==> config.mk <==
export PLATFORM = sky130hd
export DESIGN_NAME = dma_burst_splitter
export DESIGN_NICKNAME = d
export VERILOG_FILES = /design/src/rtl/dbs_pkg.sv /design/src/rtl/dbs_ctrl.sv /design/src/rtl/dbs_datapath.sv /design/src/rtl/dma_burst_splitter.sv
export SDC_FILE = /design/constraint.sdc
export NUM_CORES = 1
export LEC_CHECK = 0
export ABC_AREA = 0
export BUFFER_PORTS_ARGS = -buffer_cell sky130_fd_sc_hd__buf_2
export CAP_MARGIN = 0
export CORE_MARGIN = 2
export CORE_UTILIZATION = 50
export DETAILED_ROUTE_END_ITERATION = 10
export GPL_TIMING_DRIVEN = 1
export PLACE_DENSITY_LB_ADDON = 0.1
export SLEW_MARGIN = 20
export SYNTH_ARGS = -nofsm -noshare
export SYNTH_HDL_FRONTEND = slang
export SYNTH_SLANG_ARGS = --single-unit
==> constraint.sdc <==
create_clock -name clk_i -period 11.8 [get_ports clk_i]
set_input_delay 0.59 -clock clk_i [delete_from_list [all_inputs] [get_ports clk_i]]
set_output_delay 0.59 -clock clk_i [all_outputs]
set_load 0.03 [all_outputs]
==> src/rtl/dbs_pkg.sv <==
// Shared types and constants for the DMA burst splitter.
// Used by dbs_ctrl, dbs_datapath and dma_burst_splitter; no dependencies.
`timescale 1ns / 1ps

package dbs_pkg;

  localparam int PAGE_BYTES        = 4096;
  localparam int MAX_REQUEST_BYTES = 12288;
  localparam int MIN_BURST_BYTES   = 256;

  localparam int ADDR_W    = 64;
  localparam int PAGE_W    = $clog2(PAGE_BYTES);
  localparam int BYTES_W   = PAGE_W + 1;
  localparam int COUNT_W   = $clog2(MAX_REQUEST_BYTES + 1);
  localparam int BEAT_W    = 8;
  localparam int BEAT_SH_W = $clog2(BEAT_W);
  localparam int STATUS_W  = 2;
  localparam int CFG_IDX_W = 1;
  localparam int CFG_DATA_W = BYTES_W;

  localparam logic [BEAT_W-1:0]  BEAT_BYTES_RESET = BEAT_W'(16);
  localparam logic [BYTES_W-1:0] MAX_BURST_RESET  = BYTES_W'(PAGE_BYTES);

  localparam logic [CFG_IDX_W-1:0] CFG_BEAT_BYTES = 1'b0;
  localparam logic [CFG_IDX_W-1:0] CFG_MAX_BURST  = 1'b1;

  localparam logic [STATUS_W-1:0] STATUS_OK       = 2'd0;
  localparam logic [STATUS_W-1:0] STATUS_INVALID  = 2'd1;
  localparam logic [STATUS_W-1:0] STATUS_OVERFLOW = 2'd2;

  typedef enum logic [1:0] {
    ST_IDLE,
    ST_EVAL,
    ST_SPLIT,
    ST_ERROR
  } dbs_state_e;

  typedef struct packed {
    logic load_req;
    logic emit_burst;
    logic emit_err;
  } dbs_cmd_t;

  typedef struct packed {
    logic req_bad;
    logic out_free;
    logic burst_last;
  } dbs_status_t;

endpackage

==> src/rtl/dbs_ctrl.sv <==
// Controller state machine of the DMA burst splitter.
// Depends on dbs_pkg; drives commands into dbs_datapath.
`timescale 1ns / 1ps

module dbs_ctrl import dbs_pkg::*; (
  input  logic        clk_i,
  input  logic        rst_ni,
  input  logic        in_valid_i,
  output logic        in_stall_o,
  input  dbs_status_t status_i,
  output dbs_cmd_t    cmd_o
);

  dbs_state_e state_q, state_d;

  always_ff @(posedge clk_i or negedge rst_ni) begin
    if (!rst_ni) begin
      state_q <= ST_IDLE;
    end else begin
      state_q <= state_d;
    end
  end

  always_comb begin
    state_d = state_q;
    unique case (state_q)
      ST_IDLE: begin
        if (in_valid_i) state_d = ST_EVAL;
      end
      ST_EVAL: begin
        state_d = status_i.req_bad ? ST_ERROR : ST_SPLIT;
      end
      ST_SPLIT: begin
        if (status_i.out_free && status_i.burst_last) state_d = ST_IDLE;
      end
      ST_ERROR: begin
        if (status_i.out_free) state_d = ST_IDLE;
      end
      default: state_d = ST_IDLE;
    endcase
  end

  always_comb begin
    in_stall_o       = 1'b1;
    cmd_o.load_req   = 1'b0;
    cmd_o.emit_burst = 1'b0;
    cmd_o.emit_err   = 1'b0;
    unique case (state_q)
      ST_IDLE: begin
        in_stall_o     = 1'b0;
        cmd_o.load_req = in_valid_i;
      end
      ST_EVAL: ;
      ST_SPLIT: cmd_o.emit_burst = status_i.out_free;
      ST_ERROR: cmd_o.emit_err   = status_i.out_free;
      default: ;
    endcase
  end

endmodule

==> src/rtl/dbs_datapath.sv <==
// Datapath of the DMA burst splitter: configuration, request state,
// burst arithmetic and the output register. Depends on dbs_pkg.
`timescale 1ns / 1ps

module dbs_datapath import dbs_pkg::*; (
  input  logic                  clk_i,
  input  logic                  rst_ni,
  input  logic                  cfg_we_i,
  input  logic [CFG_IDX_W-1:0]  cfg_index_i,
  input  logic [CFG_DATA_W-1:0] cfg_data_i,
  input  logic [ADDR_W-1:0]     start_address_i,
  input  logic [COUNT_W-1:0]    byte_count_i,
  input  dbs_cmd_t              cmd_i,
  output dbs_status_t           status_o,
  output logic                  out_valid_o,
  input  logic                  out_stall_i,
  output logic [ADDR_W-1:0]     burst_address_o,
  output logic [BYTES_W-1:0]    burst_bytes_o,
  output logic [BYTES_W-1:0]    burst_beats_o,
  output logic [STATUS_W-1:0]   out_status_o,
  output logic                  last_o
);

  logic [BEAT_W-1:0]   beat_q;
  logic [BYTES_W-1:0]  maxb_q;
  logic [ADDR_W-1:0]   addr_q;
  logic [COUNT_W-1:0]  left_q;

  logic                out_valid_q, out_valid_d;
  logic [ADDR_W-1:0]   out_addr_q;
  logic [BYTES_W-1:0]  out_bytes_q;
  logic [BYTES_W-1:0]  out_beats_q;
  logic [STATUS_W-1:0] out_status_q;
  logic                out_last_q;

  logic [BEAT_W-1:0]    beat_mask;
  logic                 geom_bad;
  logic [ADDR_W:0]      end_sum;
  logic                 overflow;
  logic [BYTES_W-1:0]   page_room;
  logic [BYTES_W-1:0]   cand;
  logic [BYTES_W-1:0]   burst_len;
  logic [BEAT_SH_W-1:0] beat_sh;
  logic [COUNT_W-1:0]   round_up;
  logic [BYTES_W-1:0]   beats;
  logic                 out_free;

  always_ff @(posedge clk_i or negedge rst_ni) begin
    if (!rst_ni) begin
      beat_q <= BEAT_BYTES_RESET;
      maxb_q <= MAX_BURST_RESET;
    end else if (cfg_we_i) begin
      unique case (cfg_index_i)
        CFG_BEAT_BYTES: beat_q <= cfg_data_i[BEAT_W-1:0];
        CFG_MAX_BURST:  maxb_q <= cfg_data_i;
        default: ;
      endcase
    end
  end

  // Validity checks; a divisor of the page size is a power of two.
  always_comb begin
    beat_mask = beat_q - BEAT_W'(1);
    geom_bad  = (left_q == '0)
             || (left_q > COUNT_W'(MAX_REQUEST_BYTES))
             || (beat_q == '0)
             || ((beat_q & beat_mask) != '0)
             || ((addr_q[BEAT_W-1:0] & beat_mask) != '0)
             || (maxb_q < BYTES_W'(MIN_BURST_BYTES))
             || (maxb_q > BYTES_W'(PAGE_BYTES))
             || ((maxb_q[BEAT_W-1:0] & beat_mask) != '0);
    end_sum   = {1'b0, addr_q} + (ADDR_W + 1)'(left_q);
    overflow  = end_sum[ADDR_W];
  end

  // Burst length is the least of what remains, the maximum burst and the
  // room left in the current page.
  always_comb begin
    page_room = BYTES_W'(PAGE_BYTES) - BYTES_W'(addr_q[PAGE_W-1:0]);
    cand      = (left_q > COUNT_W'(maxb_q)) ? maxb_q : left_q[BYTES_W-1:0];
    burst_len = (page_room < cand) ? page_room : cand;
    beat_sh   = '0;
    for (int i = 0; i < BEAT_W; i++) begin
      if (beat_q[i]) beat_sh = BEAT_SH_W'(i);
    end
    round_up  = COUNT_W'(burst_len) + COUNT_W'(beat_q) - COUNT_W'(1);
    beats     = BYTES_W'(round_up >> beat_sh);
  end

  always_ff @(posedge clk_i) begin
    if (cmd_i.load_req) begin
      addr_q <= start_address_i;
      left_q <= byte_count_i;
    end else if (cmd_i.emit_burst) begin
      addr_q <= addr_q + ADDR_W'(burst_len);
      left_q <= left_q - COUNT_W'(burst_len);
    end
  end

  assign out_free    = !out_valid_q || !out_stall_i;
  assign out_valid_d = (cmd_i.emit_burst || cmd_i.emit_err) ? 1'b1
                     : (out_stall_i ? out_valid_q : 1'b0);

  always_ff @(posedge clk_i or negedge rst_ni) begin
    if (!rst_ni) begin
      out_valid_q <= 1'b0;
    end else begin
      out_valid_q <= out_valid_d;
    end
  end

  always_ff @(posedge clk_i) begin
    if (cmd_i.emit_err) begin
      out_addr_q   <= addr_q;
      out_bytes_q  <= '0;
      out_beats_q  <= '0;
      out_status_q <= geom_bad ? STATUS_INVALID : STATUS_OVERFLOW;
      out_last_q   <= 1'b1;
    end else if (cmd_i.emit_burst) begin
      out_addr_q   <= addr_q;
      out_bytes_q  <= burst_len;
      out_beats_q  <= beats;
      out_status_q <= STATUS_OK;
      out_last_q   <= (left_q == COUNT_W'(burst_len));
    end
  end

  assign status_o.req_bad    = geom_bad || overflow;
  assign status_o.out_free   = out_free;
  assign status_o.burst_last = (left_q == COUNT_W'(burst_len));

  assign out_valid_o     = out_valid_q;
  assign burst_address_o = out_addr_q;
  assign burst_bytes_o   = out_bytes_q;
  assign burst_beats_o   = out_beats_q;
  assign out_status_o    = out_status_q;
  assign last_o          = out_last_q;

endmodule

==> src/rtl/dma_burst_splitter.sv <==
// DMA burst splitter, top level. Depends on dbs_pkg, dbs_ctrl and
// dbs_datapath.
// A request of start address and byte count is taken while idle, checked
// in the evaluation state, and then issues one burst word per cycle while
// the output is not stalled; the burst arithmetic in the datapath is
// combinational. Each burst stops at the page boundary, the configured
// maximum burst or the end of the request. An invalid request, or one
// running past the top of the address space, gives a single error word
// with last set. Configuration writes are always taken and must be made
// while idle.
`timescale 1ns / 1ps

module dma_burst_splitter import dbs_pkg::*; (
  input  logic                  clk_i,
  input  logic                  rst_ni,
  input  logic                  cfg_valid_i,
  output logic                  cfg_ready_o,
  input  logic [CFG_IDX_W-1:0]  cfg_index_i,
  input  logic [CFG_DATA_W-1:0] cfg_data_i,
  input  logic                  in_valid_i,
  output logic                  in_stall_o,
  input  logic [ADDR_W-1:0]     start_address_i,
  input  logic [COUNT_W-1:0]    byte_count_i,
  output logic                  out_valid_o,
  input  logic                  out_stall_i,
  output logic [ADDR_W-1:0]     burst_address_o,
  output logic [BYTES_W-1:0]    burst_bytes_o,
  output logic [BYTES_W-1:0]    burst_beats_o,
  output logic [STATUS_W-1:0]   status_o,
  output logic                  last_o
);

  dbs_cmd_t    cmd;
  dbs_status_t dp_status;

  assign cfg_ready_o = 1'b1;

  dbs_ctrl u_ctrl (
    .clk_i      (clk_i),
    .rst_ni     (rst_ni),
    .in_valid_i (in_valid_i),
    .in_stall_o (in_stall_o),
    .status_i   (dp_status),
    .cmd_o      (cmd)
  );

  dbs_datapath u_datapath (
    .clk_i           (clk_i),
    .rst_ni          (rst_ni),
    .cfg_we_i        (cfg_valid_i),
    .cfg_index_i     (cfg_index_i),
    .cfg_data_i      (cfg_data_i),
    .start_address_i (start_address_i),
    .byte_count_i    (byte_count_i),
    .cmd_i           (cmd),
    .status_o        (dp_status),
    .out_valid_o     (out_valid_o),
    .out_stall_i     (out_stall_i),
    .burst_address_o (burst_address_o),
    .burst_bytes_o   (burst_bytes_o),
    .burst_beats_o   (burst_beats_o),
    .out_status_o    (status_o),
    .last_o          (last_o)
  );

endmodule
==> reports/qor.csv, run 1 <==
stage,metric,value,unit
timing,period_minus_slack,8.67,ns
floorplan,die_w,163,um
global_routing,grt_pass1_wl,54700,um
placement,post-dp-hpwl,26700,um
timing,rsz0062_at_grt,no,
setup_path,max_stage_delay,0.57,ns
detailed_routing,num_vias,10396,
detailed_routing,dr.pass1.iters,7,
final_layout,design_area,14500,sq um
synthesis,syn-instance-count,1293,
final_layout,nets,1633,
placement,portBuffers,191,
clocking,cts_setup_buffers,0,
synthesis,synthTopCellsByArea,"edfxtp_1 34%, ha_1 7.4%, xnor2_1 5.6%, nand2_1 4.7%, dfrtp_1 4.4%",
setup_path,cp_max_fo,14,
setup_path,start_kind,flop,
clocking,cts.hold.buffers_added,0,
clocking,htreeDepth,4,
clocking,clock_path_buffers,2,
clocking,post_cts_resized,0,
clocking,cts-root-buf,clkbuf_16,
synthesis,synth-main-ff-cell,edfxtp_1,
detailed_routing,drc,0,
global_routing,grt_max_degree,105,
setup_path,crit_type,flop to flop,
placement,dp_cells,1771,
synthesis,syn-num-nets,1466,
clocking,cts.sinks,195,
synthesis,synth-seq-cells,195,
setup_path,crit_top_cell,a21oi_1,
timing,max_freq,115,MHz
synthesis,synth_cell_type_count,92,
timing,tightest_slew,1.05,ns
clocking,clk_latency,0.45,ns
floorplan,num_io_pins,193,
setup_path,cp-end-kind,flop,
floorplan,start_util,50.5,%
global_routing,grt_pass1_vias,9625,
synthesis,ys_warn_count,0,
detailed_routing,drtIter0Drc,883,
floorplan,rows,58,
detailed_routing,vias_per_cell,5.76,
final_layout,fill_cells,2273,
synthesis,netlist_area,12600,sq um
setup_path,cpMaxStageDelayCell,edfxtp_1,
setup_path,required,12.14,ns
floorplan,fp.dieH,163,um
synthesis,synth-edff-count,144,
run,maxCapViolCount,0,
final_layout,synthToLayoutAreaGrowth,14.8,%
timing,setup_viol,0,
placement,placed_cell_area,13900,sq um
clocking,cts_tree,done,
synthesis,async_flop_share,12.3,%
detailed_routing,wl_per_cell,19.8,um
synthesis,yosysSeqAreaShare,43.4,%
synthesis,synth_top_area_share,34.3,%
final_layout,drive_above_1_share,20.6,%
synthesis,syn_avg_cell_area,9.75,sq um
timing,tns,0,ns
timing,timing_hold_violations_final,0,
global_routing,antenna_found_initial,0,
final_layout,final_core_util,58.0,%
floorplan,die_area,26500,sq um
timing,slew_headroom,30.2,%
clocking,numCtsBuffers,17,
timing,finalMaxSlewViolations,0,
worst_hold_path,hold_path_class,input port to async pin,
detailed_routing,drtAntennaViolNets,0,
floorplan,core,25000,sq um
outcome,status,completed,
setup_path,critPathArrivalTime,9.00,ns
global_routing,track_usage,26.9,%
final_layout,final_cells,1804,
timing,fin_crit_sh,73.4,%
clocking,path_clk_slew,0.08,ns
synthesis,yosysTopAreaCell,edfxtp_1,
timing,fin_skew,0.0195,ns
detailed_routing,routed_wl,35800,um
global_routing,overflow,0,
placement,globalplace.congestion,0.919,
final cells by class:
| type | instances | area [sq um] | area share [%] |
|---|---|---|---|
| multi-input combinational | 981 | 6720 | 46.4 |
| sequential | 195 | 5470 | 37.8 |
| timing repair buffer | 199 | 1020 | 7.02 |
| clock buffer | 18 | 429 | 2.97 |
| tap | 330 | 413 | 2.85 |
| inverter | 66 | 248 | 1.71 |
| clock inverter | 14 | 173 | 1.19 |
| antenna | 1 | 2.50 | 0.0173 |
flip-flops by register name (all words and copies together), names as in the netlist:
signal                      cells
u_datapath.last_o               1
u_datapath.burst_beats_o       13
u_datapath.out_status_o         2
u_ctrl.state_q                  2
u_datapath.out_valid_o          1
u_datapath.maxb_q              13
u_datapath.beat_q               8
u_datapath.left_q              14
u_datapath.burst_address_o     64
u_datapath.addr_q              64
u_datapath.burst_bytes_o       13
synthesized netlist by cell type, types with 5 or more instances:
| master | count |
|---|---|
| nand2_1 | 158 |
| edfxtp_1 | 144 |
| nor2_1 | 99 |
| o21ai_0 | 86 |
| xnor2_1 | 81 |
| ha_1 | 75 |
| a21oi_1 | 73 |
| inv_1 | 66 |
| clkbuf_1 | 47 |
| nand3_1 | 35 |
| mux2i_1 | 34 |
| dfxtp_1 | 27 |
| mux2_2 | 25 |
| dfrtp_1 | 22 |
| xor2_1 | 22 |
| nor3_1 | 21 |
| a21o_1 | 18 |
| nor4_1 | 18 |
| and3_1 | 17 |
| a211oi_1 | 16 |
| nand4_1 | 16 |
| nand2b_1 | 15 |
| o21ai_1 | 13 |
| o21bai_1 | 13 |
| nor2b_1 | 10 |
| or2_2 | 10 |
| a31oi_1 | 9 |
| o211ai_1 | 7 |
| a2111oi_1 | 6 |
| or3_1 | 6 |
| and2_1 | 5 |
| nand3b_1 | 5 |
placed cells by master (no fill, tap or decap), types with 21 or more instances in the layout:
| cell | n |
|---|---|
| inv_1 | 65 |
| o21ai_0 | 86 |
| dfrtp_1 | 22 |
| a21oi_1 | 73 |
| buf_2 | 191 |
| dfxtp_1 | 27 |
| mux2i_1 | 34 |
| edfxtp_1 | 144 |
| xor2_1 | 22 |
| nand2_1 | 156 |
| nor2_1 | 99 |
| ha_1 | 75 |
| xnor2_1 | 81 |
| mux2_2 | 25 |
| nand3_1 | 35 |
| nor3_1 | 21 |
metrics by stage:
step / hold WS, ns / setup WS [ns]
3_3_place_gp: 0.428 / 3.37
5_1_grt: 0.158 / 2.61
3_5_place_dp: 0.439 / 3.27
2_1_floorplan: 0.294 / 4.37
6_report: 0.134 / 3.13
4_1_cts: 0.145 / 3.25
per-layer routing:
| layer | global-route usage [%] | vias to the layer above | part of all wire (%) |
|---|---|---|---|
| li1 | - | 5032 | - |
| met1 | 42.5 | 4974 | 49 |
| met2 | 39.8 | 363 | 44 |
| met3 | 2.85 | 27 | 6.1 |
| met4 | 5.27 | 0 | 0.91 |
| met5 | 0 | - | 0 |
critical path: cells and delay by family (launching register included):
family | cells | cell delay [ns]
AOI/OAI and AO/OA | 18 | 4.23
xor gates and xnor gates | 1 | 0.11
adders and majority gates | 5 | 1.44
buffers and inverters | 2 | 0.25
DFF | 1 | 0.57
muxes | 3 | 0.91
and+or+nand+nor | 4 | 1.07
final timing paths:
check / slack (ns) / end / startpoint / cells after the start
max: 3.13 / u_datapath.burst_beats_o[8]$_SDFFE_PP0P_ / u_datapath.left_q[7]$_DFFE_PP_ / 33
min: 0.13 / u_datapath.maxb_q[0]$_DFFE_PN0P_ / rst_ni / 1
max reg2reg: 3.13 / u_datapath.burst_beats_o[8]$_SDFFE_PP0P_ / u_datapath.left_q[7]$_DFFE_PP_ / 33
min reg2reg: 0.45 / u_datapath.burst_bytes_o[8]$_SDFFE_PP0P_ / u_datapath.burst_bytes_o[8]$_SDFFE_PP0P_ / 2
max in group asynchronous: 11.27 / u_datapath.out_valid_o$_DFFE_PN0P_ / rst_ni / 1
min in group clk_i: 0.37 / u_datapath.beat_q[0]$_DFFE_PN0P_ / cfg_data_i[0] / 3
cells by family after synthesis:
| logic type | count (synthesis) | share of synthesized area, % |
|---|---|---|
| buffers and inverters | 117 | 3.53 |
| multiplexers | 63 | 5.49 |
| other | 1 | 0.0297 |
| AO/OA/AOI/OAI | 301 | 16.0 |
| XOR/XNOR | 104 | 7.29 |
| adder cells (fa/ha/maj) | 80 | 7.93 |
| AND/OR/NAND/NOR | 432 | 16.4 |
| flip-flops | 195 | 43.4 |
Power of run 1 is left out: the tool's default activity adds up to more than one toggle a clock period on the data nets, which glitch-free logic cannot reach.
==> run 2, diff against run 1 <==
Settings changed: ABC_AREA 0 to 1.
Clock period 11.8 ns to 7 ns, I/O delays scaled along.
==> run 2 against run 1 <==
- clock skew shrank 0.00099 ns
- flip-flop and latch count is the same
- first-iteration DRC count grew 64%
- wire length grew 29%
- critical path depth grew 4
- die area grew 9.5%
- cell area grew 9.5%
- register-to-register slack lost 2.5 ns
- critical endpoint is now u_datapath.burst_beats_o[10]$_SDFFE_PP0P_
==> reports/qor.csv, run 2 <==
stage,metric,value,unit,change
floorplan,rows,60,,+3.4%
floorplan,num_io_pins,193,,unchanged
setup_path,crit_type,flop to flop,,
placement,globalplace.congestion,0.994,,+8.1%
synthesis,syn_avg_cell_area,7.45,sq um,-24%
setup_path,critPathArrivalTime,6.74,ns,-2.26 ns
clocking,clk_latency,0.45,ns,about the same
timing,max_freq,156,MHz,+35%
synthesis,yosysTopAreaCell,edfxtp_1,,
synthesis,syn-instance-count,1856,,+44%
clocking,htreeDepth,4,,unchanged
setup_path,cp_top_family,simple AND/OR/NAND/NOR gates,,
timing,tightest_slew,1.11,ns,+0.0641 ns
synthesis,yosysSeqAreaShare,39.5,%,-3.8 points
synthesis,synth-seq-cells,195,,unchanged
detailed_routing,wl_per_cell,19.2,um,-3.1%
worst_hold_path,hold_path_class,input port to flop,,
timing,slew_headroom,25.2,%,-5.0 points
detailed_routing,dr.pass1.iters,6,,-1
timing,timing_hold_violations_final,0,,unchanged
synthesis,synth-edff-count,144,,unchanged
timing,period_minus_slack,6.40,ns,-2.27 ns
final_layout,antennaDiodeCount,0,,-1
run,maxCapViolCount,0,,unchanged
setup_path,worst-r2r-setup-slack,0.60,ns,-2.53 ns
detailed_routing,routed_wl,46300,um,+29%
synthesis,ys_warn_count,0,,unchanged
final_layout,final_core_util,58.6,%,+0.68 points
clocking,cts-root-buf,clkbuf_16,,
synthesis,netlist_top_cells_count,"552 x nand2_1, 263 x inv_1, 156 x nor2_1",,
detailed_routing,vias_per_cell,5.53,,-4.0%
setup_path,cpMaxStageDelayCell,dfstp_2,,
setup_path,start_kind,flop,,
timing,fin_skew,0.0185,ns,-0.000991 ns
clocking,path_clk_slew,0.08,ns,about the same
synthesis,netlist_area,13800,sq um,+9.7%
global_routing,track_usage,32.1,%,+5.2 points
global_routing,overflow,0,,unchanged
setup_path,max_stage_delay,0.54,ns,-0.03 ns
synthesis,synth_top_area_share,31.3,%,-3.0 points
setup_path,cp_max_fo,25,,+11
synthesis,synth-main-ff-cell,edfxtp_1,,
placement,post-dp-hpwl,36900,um,+38%
global_routing,grt_pass1_wl,69800,um,+28%
timing,finalMaxSlewViolations,0,,unchanged
timing,rsz0062_at_grt,no,,
outcome,status,completed,,
final_layout,drive_above_1_share,16.7,%,-4.0 points
clocking,cts.sinks,195,,unchanged
detailed_routing,drtIter0Drc,1446,,+64%
final_layout,layout_commonest_cell,nand2_1,,
synthesis,synthTopCellsByArea,"edfxtp_1 31%, nand2_1 15%, inv_1 7.1%, ha_1 6.8%, nand3_1 4.8%",,
synthesis,synth_most_common_cell,nand2_1,,
synthesis,syn-num-nets,2029,,+38%
timing,tns,0,ns,unchanged
timing,fin_crit_sh,91.4,%,+18 points
floorplan,start_util,51.2,%,+0.68 points
floorplan,fp.dieH,170,um,+4.6%
clocking,numCtsBuffers,17,,unchanged
synthesis,synth_cell_type_count,61,,-34%
setup_path,required,7.34,ns,-4.80 ns
setup_path,cp-end-kind,flop,,
detailed_routing,drc,0,,unchanged
setup_path,path_buf_inv,2,,unchanged
floorplan,die_w,170,um,+4.6%
synthesis,async_flop_share,12.3,%,unchanged
timing,setup_viol,0,,unchanged
floorplan,core,27000,sq um,+8.3%
clocking,clock_path_buffers,2,,unchanged
global_routing,grt_pass1_vias,12144,,+26%
floorplan,die_area,29000,sq um,+9.5%
placement,portBuffers,191,,unchanged
final_layout,nets,2229,,+36%
final_layout,synthToLayoutAreaGrowth,14.6,%,
detailed_routing,drtAntennaViolNets,0,,unchanged
global_routing,grt_max_degree,80,,-24%
global_routing,antenna_found_initial,0,,unchanged
final_layout,final_cell_mix,"551 x nand2_1, 263 x inv_1, 191 x buf_2",,
clocking,cts_tree,done,,
setup_path,crit_top_cell,nand2_1,,
detailed_routing,num_vias,13326,,+28%
run 2: changes by cell type after synthesis, moves of 25 or more:
cell / change
mux2i_1: -28
mux2_2: -25
xnor2_1: -72
nand2_1: +394
inv_1: +197
nand2_2: +35
nand3_1: +98
nor2_1: +57
run 2: cell type report:
| cell class | count | area [sq um] |
|---|---|---|
| tap | 341 | 427 |
| clock inverter | 15 | 161 |
| timing repair buffer | 211 | 1110 |
| multi-input combinational | 1350 | 7200 |
| fill | 2573 | 11200 |
| inverter | 281 | 1060 |
| sequential | 195 | 5470 |
| clock buffer | 17 | 425 |
run 2: per-layer routing:
metal,up-vias,global-route usage (%),share of wire [%],routed length (um)
met2,642,44.2,39,18300
met1,6135,50.9,49,22600
met3,44,6.67,10,4780
met4,0,6.99,1.3,605
li1,6505,-,-,-
met5,-,0,0,0
run 2: worst paths after layout:
path                                                     startpoint                                         to  depth (start not counted)
min reg2reg                u_datapath.burst_beats_o[1]$_SDFFE_PP0P_   u_datapath.burst_beats_o[1]$_SDFFE_PP0P_                          1
max                               u_datapath.maxb_q[12]$_DFFE_PN1P_  u_datapath.burst_beats_o[10]$_SDFFE_PP0P_                         37
min in group asynchronous                                    rst_ni          u_datapath.maxb_q[11]$_DFFE_PN0P_                          2
max reg2reg                       u_datapath.maxb_q[12]$_DFFE_PN1P_  u_datapath.burst_beats_o[10]$_SDFFE_PP0P_                         37
min                                                   cfg_data_i[4]           u_datapath.beat_q[4]$_DFFE_PN1P_                          3
max in group asynchronous                                    rst_ni              u_ctrl.state_q[0]$_DFFE_PN0P_                          2
run 2: cell families (layout without fill, tap and decap cells):
logic type,after synthesis,in the layout,synth area share (%)
compound gates,212,212,9.17
xor+xnor,36,36,2.28
fa+ha+maj,76,76,6.93
buf+inv,311,524,8.73
flops,195,195,39.5
mux,6,6,0.434
other cells,1,1,0.0271
simple gates,1019,1019,32.9
run 2: repair_timing:
action | 4_1_cts | 5_1_grt
endpoints found under the hold margin | 22 | 0
hold buffers | 1 | 0
resized for setup | 0 | 6
buffers inserted | 0 | 2
setup endpoints to repair | 0 | 9
run 2: per-stage QoR:
stage / setup WS [ns] / cells / cell area, sq um / hold WS [ns]
after floorplan: 1.17 / 1856 / 13800 / 0.0544
after global placement: 0.671 / 2375 / 15200 / 0.392
after detailed placement: 0.404 / 2375 / 15200 / 0.406
after CTS: 0.394 / 2408 / 15800 / 0.147
after global routing: 0.0446 / 2410 / 15800 / 0.170
final: 0.600 / 2410 / 15800 / 0.154
run 2: worst register-to-register path, delay by kind of cell (launching register included):
family / cells / cell delay [ns]
and+or+nand+nor: 19 / 2.19
AOI/OAI and AO/OA: 11 / 1.88
adders and majority gates: 4 / 1.30
DFF: 1 / 0.54
buffers and inverters: 2 / 0.20
xor gates and xnor gates: 1 / 0.18
Power of run 2 is left out for the same reason.
